==> src/hw/rtl/fspwm_pkg.sv <==
// ----------------------------------------------------------------------------
// fspwm_pkg
// Shared types and codes of the fading soft PWM controller.
// ----------------------------------------------------------------------------
package fspwm_pkg;

  // Default channel count and limits
  localparam int unsigned ChannelsDef = 4;
  localparam int unsigned ChannelsMax = 8;

  // Duty limits and fade step constants
  localparam logic [7:0] DutyMax     = 8'hff;
  localparam logic [7:0] DutyZero    = 8'h00;
  localparam logic [7:0] StepMin     = 8'd3;
  // Divide by ten as (d * 205) >> 11, exact for all 8-bit d
  localparam logic [7:0] Recip10     = 8'd205;
  localparam int unsigned Recip10Shift = 11;

  // Action codes
  localparam logic [2:0] ActFadeTick = 3'd0;
  localparam logic [2:0] ActPwmTick  = 3'd1;
  localparam logic [2:0] ActWrDuty   = 3'd2;
  localparam logic [2:0] ActWrMode   = 3'd3;
  localparam logic [2:0] ActRead     = 3'd4;

  // Fade mode codes
  localparam logic [2:0] ModeNone  = 3'd0;
  localparam logic [2:0] ModeIn    = 3'd1;
  localparam logic [2:0] ModeOut   = 3'd2;
  localparam logic [2:0] ModeInOut = 3'd3;
  localparam logic [2:0] ModeOutIn = 3'd4;
  // Highest mode code a bus write may set
  localparam logic [7:0] ModeWrMax = 8'd3;

  // Status codes
  localparam logic [1:0] StatOk      = 2'd0;
  localparam logic [1:0] StatBadChan = 2'd1;
  localparam logic [1:0] StatBadMode = 2'd2;

  // Controller states
  typedef enum logic [1:0] {
    ST_IDLE,
    ST_SWEEP,
    ST_FINISH
  } fspwm_state_e;

  // Input item
  typedef struct packed {
    logic [2:0] action;
    logic [2:0] channel;
    logic [7:0] value;
  } fspwm_in_t;

  // Result item
  typedef struct packed {
    logic [1:0] status;
    logic [7:0] read_duty;
    logic [2:0] read_mode;
    logic [7:0] pin_levels;
    logic       any_fading;
  } fspwm_out_t;

endpackage

==> src/hw/rtl/fading_soft_pwm_controller_top.sv <==
// ----------------------------------------------------------------------------
// fading_soft_pwm_controller_top
// Multi-channel PWM with per-channel fade; duty and mode live in small
// synchronous memories that a sweep reads, updates and writes back.
// ----------------------------------------------------------------------------
// Usage:
//   Input channel (in_valid_i / in_stall_o / in_item_i) takes one item: a
//   fade tick, a pwm tick, a duty write, a mode write or a channel read.
//   Output channel (out_valid_o / out_stall_i / out_item_o) gives exactly one
//   result item per input item: status, duty and mode of the addressed
//   channel, all pin levels and the fade activity flag.
//   Every item sweeps all CHANNELS entries of the duty and mode memories,
//   one entry per cycle through the single read port; the write-back of one
//   entry overlaps the read of the next. The input stalls from acceptance
//   until the result is loaded into the output register, so a new item is
//   taken only once the sweep of the last one has finished.
//   The result sits in an output register, so the next item is accepted
//   while a result still waits. If the receiver stalls longer, the finished
//   sweep holds in its last state and the input stalls.
//   Reset clears the pwm counter and marks every memory entry invalid; an
//   invalid entry reads as duty 0, mode none. No clearing pass is needed.
// ----------------------------------------------------------------------------
module fading_soft_pwm_controller_top #(
  parameter int unsigned CHANNELS = fspwm_pkg::ChannelsDef
) (
  input  logic                  clk_i,
  input  logic                  rst_ni,
  input  logic                  in_valid_i,
  output logic                  in_stall_o,
  input  fspwm_pkg::fspwm_in_t  in_item_i,
  output logic                  out_valid_o,
  input  logic                  out_stall_i,
  output fspwm_pkg::fspwm_out_t out_item_o
);
  import fspwm_pkg::*;

  localparam int unsigned IdxW = (CHANNELS > 1) ? $clog2(CHANNELS) : 1;
  localparam logic [IdxW-1:0] IdxLast = IdxW'(CHANNELS - 1);
  localparam logic [3:0] ChanCount = 4'(CHANNELS);

  // State memories and their valid bits
  logic [7:0] duty_mem [CHANNELS];
  logic [2:0] mode_mem [CHANNELS];
  logic [CHANNELS-1:0] valid_q;

  fspwm_state_e state_q, state_d;

  fspwm_in_t   item_q;
  fspwm_out_t  out_q;
  logic        out_valid_q;
  logic [7:0]  pwm_cnt_q;

  logic [IdxW-1:0] rd_idx_q;
  logic            issue_q;
  logic            proc_vld_q;
  logic [IdxW-1:0] proc_idx_q;
  logic [7:0]      rd_duty_q;
  logic [2:0]      rd_mode_q;
  logic            rd_ok_q;

  logic [7:0] pins_q;
  logic       active_q;
  logic [7:0] cap_duty_q;
  logic [2:0] cap_mode_q;

  logic in_fire;
  logic out_free;
  logic load_out;
  logic proc_last;
  logic ch_ok;
  logic [1:0] status;

  logic [7:0]  cur_d;
  logic [2:0]  cur_m;
  logic [15:0] prod;
  logic [7:0]  quot;
  logic [7:0]  step;
  logic [7:0]  new_d;
  logic [2:0]  new_m;
  logic        fading;
  logic        is_sel;
  logic        pin_bit;

  assign in_fire   = in_valid_i && !in_stall_o;
  assign out_free  = !out_valid_q || !out_stall_i;
  assign proc_last = proc_vld_q && (proc_idx_q == IdxLast);
  assign ch_ok     = {1'b0, item_q.channel} < ChanCount;

  // Next state
  always_comb begin
    state_d = state_q;
    case (state_q)
      ST_IDLE: begin
        if (in_valid_i) state_d = ST_SWEEP;
      end
      ST_SWEEP: begin
        if (proc_last) state_d = ST_FINISH;
      end
      ST_FINISH: begin
        if (out_free) state_d = ST_IDLE;
      end
      default: state_d = ST_IDLE;
    endcase
  end

  // State outputs
  always_comb begin
    in_stall_o = 1'b1;
    load_out   = 1'b0;
    case (state_q)
      ST_IDLE:   in_stall_o = 1'b0;
      ST_SWEEP:  in_stall_o = 1'b1;
      ST_FINISH: load_out   = out_free;
      default:   in_stall_o = 1'b1;
    endcase
  end

  always_ff @(posedge clk_i or negedge rst_ni) begin
    if (!rst_ni) begin
      state_q <= ST_IDLE;
    end else begin
      state_q <= state_d;
    end
  end

  // Update one entry: fade step, or a bus write at the addressed channel
  always_comb begin
    cur_d   = rd_ok_q ? rd_duty_q : DutyZero;
    cur_m   = rd_ok_q ? rd_mode_q : ModeNone;
    prod    = 16'(cur_d) * 16'(Recip10);
    quot    = 8'(prod >> Recip10Shift);
    step    = (quot < StepMin) ? StepMin : quot;
    new_d   = cur_d;
    new_m   = cur_m;
    fading  = 1'b0;
    is_sel  = ch_ok && (item_q.channel == 3'(proc_idx_q));
    case (item_q.action)
      ActFadeTick: begin
        if (cur_m == ModeIn || cur_m == ModeInOut) begin
          fading = 1'b1;
          if (cur_d < (DutyMax - step)) begin
            new_d = cur_d + step;
          end else begin
            new_d = DutyMax;
            new_m = (cur_m == ModeIn) ? ModeNone : ModeOutIn;
          end
        end else if (cur_m == ModeOut || cur_m == ModeOutIn) begin
          fading = 1'b1;
          if (cur_d > step) begin
            new_d = cur_d - step;
          end else begin
            new_d = DutyZero;
            new_m = (cur_m == ModeOut) ? ModeNone : ModeInOut;
          end
        end
      end
      ActWrDuty: begin
        if (is_sel) new_d = item_q.value;
      end
      ActWrMode: begin
        if (is_sel && item_q.value <= ModeWrMax) new_m = item_q.value[2:0];
      end
      default: begin
        new_d = cur_d;
      end
    endcase
    pin_bit = (new_d == DutyMax) || ((new_d != DutyZero) && (pwm_cnt_q < new_d));
  end

  // Status from the item alone
  always_comb begin
    status = StatOk;
    case (item_q.action)
      ActWrDuty, ActRead: begin
        if (!ch_ok) status = StatBadChan;
      end
      ActWrMode: begin
        if (!ch_ok) status = StatBadChan;
        else if (item_q.value > ModeWrMax) status = StatBadMode;
      end
      default: status = StatOk;
    endcase
  end

  // Memories: registered read, write-back of the processed entry
  always_ff @(posedge clk_i) begin
    if (issue_q) begin
      rd_duty_q <= duty_mem[rd_idx_q];
      rd_mode_q <= mode_mem[rd_idx_q];
    end
    if (proc_vld_q) begin
      duty_mem[proc_idx_q] <= new_d;
      mode_mem[proc_idx_q] <= new_m;
    end
  end

  // Sweep control, valid bits and pwm counter
  always_ff @(posedge clk_i or negedge rst_ni) begin
    if (!rst_ni) begin
      valid_q    <= '0;
      pwm_cnt_q  <= '0;
      issue_q    <= 1'b0;
      proc_vld_q <= 1'b0;
      rd_idx_q   <= '0;
      proc_idx_q <= '0;
      rd_ok_q    <= 1'b0;
    end else begin
      if (in_fire) begin
        rd_idx_q <= '0;
        issue_q  <= 1'b1;
        if (in_item_i.action == ActPwmTick) pwm_cnt_q <= pwm_cnt_q + 8'd1;
      end else if (issue_q) begin
        if (rd_idx_q == IdxLast) issue_q <= 1'b0;
        else rd_idx_q <= rd_idx_q + IdxW'(1);
      end
      proc_vld_q <= issue_q;
      if (issue_q) begin
        proc_idx_q <= rd_idx_q;
        rd_ok_q    <= valid_q[rd_idx_q];
      end
      if (proc_vld_q) valid_q[proc_idx_q] <= 1'b1;
    end
  end

  // Hold the item and gather pins, activity and the read-back during the sweep
  always_ff @(posedge clk_i) begin
    if (in_fire) begin
      item_q     <= in_item_i;
      pins_q     <= '0;
      active_q   <= 1'b0;
      cap_duty_q <= DutyZero;
      cap_mode_q <= ModeNone;
    end else if (proc_vld_q) begin
      pins_q[3'(proc_idx_q)] <= pin_bit;
      if (fading) active_q <= 1'b1;
      if (is_sel) begin
        cap_duty_q <= new_d;
        cap_mode_q <= new_m;
      end
    end
  end

  // Output register
  always_ff @(posedge clk_i or negedge rst_ni) begin
    if (!rst_ni) begin
      out_valid_q <= 1'b0;
    end else if (load_out) begin
      out_valid_q <= 1'b1;
    end else if (!out_stall_i) begin
      out_valid_q <= 1'b0;
    end
  end

  always_ff @(posedge clk_i) begin
    if (load_out) begin
      out_q.status     <= status;
      out_q.read_duty  <= cap_duty_q;
      out_q.read_mode  <= cap_mode_q;
      out_q.pin_levels <= pins_q;
      out_q.any_fading <= active_q;
    end
  end

  assign out_valid_o = out_valid_q;
  assign out_item_o  = out_q;

endmodule
==> config.mk <==
export PLATFORM = sky130hd
export DESIGN_NAME = fading_soft_pwm_controller_top
export DESIGN_NICKNAME = d
export VERILOG_FILES = /design/src/hw/rtl/fspwm_pkg.sv /design/src/hw/rtl/fading_soft_pwm_controller_top.sv
export SDC_FILE = /design/constraint.sdc
export NUM_CORES = 1
export LEC_CHECK = 0
export BUFFER_PORTS_ARGS = -buffer_cell sky130_fd_sc_hd__clkbuf_2
export CAP_MARGIN = 15
export CORE_MARGIN = 2
export CORE_UTILIZATION = 35
export CTS_BUF_LIST = sky130_fd_sc_hd__clkbuf_4 sky130_fd_sc_hd__clkbuf_8
export DETAILED_ROUTE_END_ITERATION = 10
export SYNTH_ARGS = -nofsm -noshare
export SYNTH_HDL_FRONTEND = slang
export SYNTH_SLANG_ARGS = --single-unit
export TNS_END_PERCENT = 1
==> constraint.sdc <==
create_clock -name clk_i -period 22.1 [get_ports clk_i]
set_input_delay 1.105 -clock clk_i [delete_from_list [all_inputs] [get_ports clk_i]]
set_output_delay 1.105 -clock clk_i [all_outputs]
set_load 0.05 [all_outputs]
==> flow_metrics.tcl <==
set metrics [dict create \
    final_cell_count_no_fill 935 \
    max_freq_mhz 110 \
    boundaryPins 42 \
    gp_congestion 0.865 \
    placed_cells 901 \
    grt_max_degree 38 \
    maxCapViolations 0 \
    num_antenna_cells 0 \
    htreeDepth 4 \
    drcViolationCount 0 \
    multi_input_area_mm2 0.00341 \
    hold_ws_ns 0.431 \
    synth_top_area_share_pct 36.2 \
    yosysWarnings 0 \
    cp_slowest_cell "dfrtp_1" \
    drtPass1Iterations 5 \
    dp_hpwl_um 13200 \
    vias_per_cell 5.24 \
    slew_viol_final 0 \
    critPathBufInv 3 \
    drive_above_1_share_pct 16.7 \
    clockBufferDepth 2 \
    fillerInstances 1886 \
    setup-violations-final 0 \
    fin_crit_sh_pct 41.3 \
    drt_iter0_drc 329 \
    cp-start-kind "register" \
    floorplan.initialDensity_pct 35.7 \
    cts_setup_buffers 0 \
    cts_buffers 17 \
    num_rows 52 \
    synth_cell_types 75 \
    worstPathRequired_ns 22.47 \
    slew_headroom_pct 30.9 \
    clk-insertion-delay-late_ns 0.44 \
    nets 739 \
    synth_cells 620 \
    grtUsageTotal_pct 16.7 \
    ant_nets 0 \
    path_max_fanout 37 \
    synth_top_area_cell "edfxtp_1" \
    cpMostUsedCell "ha_1" \
    core_area_mm2 0.0202 \
    cts-root-buf "clkbuf_8" \
    cts_hold_buffers 0 \
    min_period_ns 9.13 \
    hold_viol 0 \
    run_status "finished clean" \
    vias 4898 \
    ys_ff_latch 125 \
    grt_pass1_vias 5108 \
    synth_seq_area_share_pct 48.3 \
    clk_pin_slew_worst_paths_ns 0.08 \
    layout.area.seq_mm2 0.00348 \
    synth_edf_count 87 \
    rsz0062_at_grt "false" \
    fin_skew_ns 0.0140 \
    synth_most_common_cell "edfxtp_1" \
    synthFlopType "edfxtp_1" \
    die_w_um 148 \
    syn_avg_cell_area_um2 11.6 \
    async_flop_share_pct 17.6 \
    cpPeakStageDelay_ns 0.96 \
    worst_pin_slew_ns 1.04 \
    tritoncts "built" \
    setup_tns_ns 0 \
    synth_area_leaders "edfxtp_1 (36%), ha_1 (10%), dfrtp_1 (7.6%)" \
    path_class "reg2reg" \
    cts_resized 0 \
    gr-total-overflow 0 \
    grt_pass1_wl_um 27800 \
    arrival_ns 9.50 \
    cpLargestDelayFamily "compound AO/OA/AOI/OAI gates" \
    synth.top_cells.by_count "edfxtp_1 (87), ha_1 (58), inv_1 (49)" \
    wl_um 17400 \
    antenna_found_initial 0 \
    port_buffers 37 \
    syn-cell-area_mm2 0.00722 \
    areaGrowthSynthToFinish_pct 12.1 \
    die_h_um 148 \
    setup.worst_path.end_class "register" \
    die-area_mm2 0.0218 \
    wl_per_cell_um 18.6 \
    clock-sinks 125 \
    min_path_type "reg2reg" \
]
==> final timing paths <==
kind | to | start | cells after the start | slack (ns)
max | pins_q[3] | rd_ok_q | 30 | 12.97
max in group asynchronous | rd_ok_q | rst_ni | 1 | 21.05
min in group asynchronous | state_q[1] | rst_ni | 1 | 0.65
max reg2reg | pins_q[3] | rd_ok_q | 30 | 12.97
min | out_item_o[17] | cap_duty_q[5] | 0 | 0.43
min reg2reg | out_item_o[17] | cap_duty_q[5] | 0 | 0.43
==> through the flow <==
step / util [%] / area, µm² / setup WS [ns]
2_1_floorplan: - / 7230 / 14.49
3_3_place_gp: 37.7 / 7630 / 13.22
3_5_place_dp: 37.7 / 7630 / 13.02
4_1_cts: 39.9 / 8070 / 12.99
5_1_grt: 40.0 / 8090 / 12.30
6_report: 40.0 / 8090 / 12.97
==> kinds of logic (layout without fill, tap and decap cells) <==
kind of cell    after synthesis  in the layout  share of synthesized area, %
xor+xnor                     33             33                          4.00
fa+ha+maj                    69             69                          13.1
buf+inv                      82            124                          4.75
mux                          25             25                          5.62
compound gates              125            125                          12.4
simple gates                160            160                          11.9
flops                       125            125                          48.3
other cells                   1              4                        0.0520
==> worst reg2reg max path, delay by kind of cell, from the launching register on <==
kind            cells  cell delay [ns]
simple gates        2             0.49
buf+inv             3             0.14
flops               1             0.96
fa+ha+maj           8             3.12
xor+xnor            1             0.22
compound gates     16             4.12
==> cell usage in the layout, fill, tap and decap left out, types with 5 or more instances in the layout <==
master     netlist  layout
edfxtp_1        87      87
ha_1            58      58
inv_1           49      49
nand2_1         42      42
clkbuf_2         0      37
nor2_1          35      35
a21oi_1         28      27
dfrtp_1         22      22
xnor2_1         20      20
clkbuf_8         0      17
dfxtp_1         16      16
o21ai_0         15      15
and3_1          14      14
xor2_1          13      13
and2_1          12      12
mux4_2          12      12
a211oi_1        11      11
fa_1            11      11
mux2i_1          9       9
a31oi_1          9       9
nand3_1          9       9
o22ai_1          8       8
or2_2            7       7
nand2b_1         6       6
o21bai_1         6       6
nand4_1          6       6
a2bb2oi_1        5       5
o31ai_1          5       5
==> registers in the layout, indices dropped and copies added (netlist names) <==
signal / flops
out_item_o: 18
cap_duty_q: 8
mode_mem: 12
out_valid_o: 1
proc_vld_q: 1
issue_q: 1
pins_q: 4
duty_mem: 32
rd_ok_q: 1
rd_duty_q: 8
rd_mode_q: 3
rd_idx_q: 2
item_q: 14
pwm_cnt_q: 8
state_q: 2
active_q: 1
valid_q: 4
cap_mode_q: 3
proc_idx_q: 2
==> final cells by class <==
cell class | instances | share of cell area, %
clock buffers | 19 | 3.08
clock inverters | 13 | 2.33
inverters | 50 | 2.32
multi-input cells | 416 | 42.2
flip-flops and latches | 125 | 43.0
well taps | 270 | 4.17
repair buffers | 42 | 2.89
==> routing by layer <==
layer  track usage [%]  wire length, µm  vias up
li1                  -                -     2335
met2              27.0             8350      125
met1              22.0             7900     2401
met5                 0                0        -
met4              7.02              537        0
met3              3.27              596       37
Power is left out: the tool's default activity adds up to more than one toggle a clock period on the data nets, which glitch-free logic cannot reach.
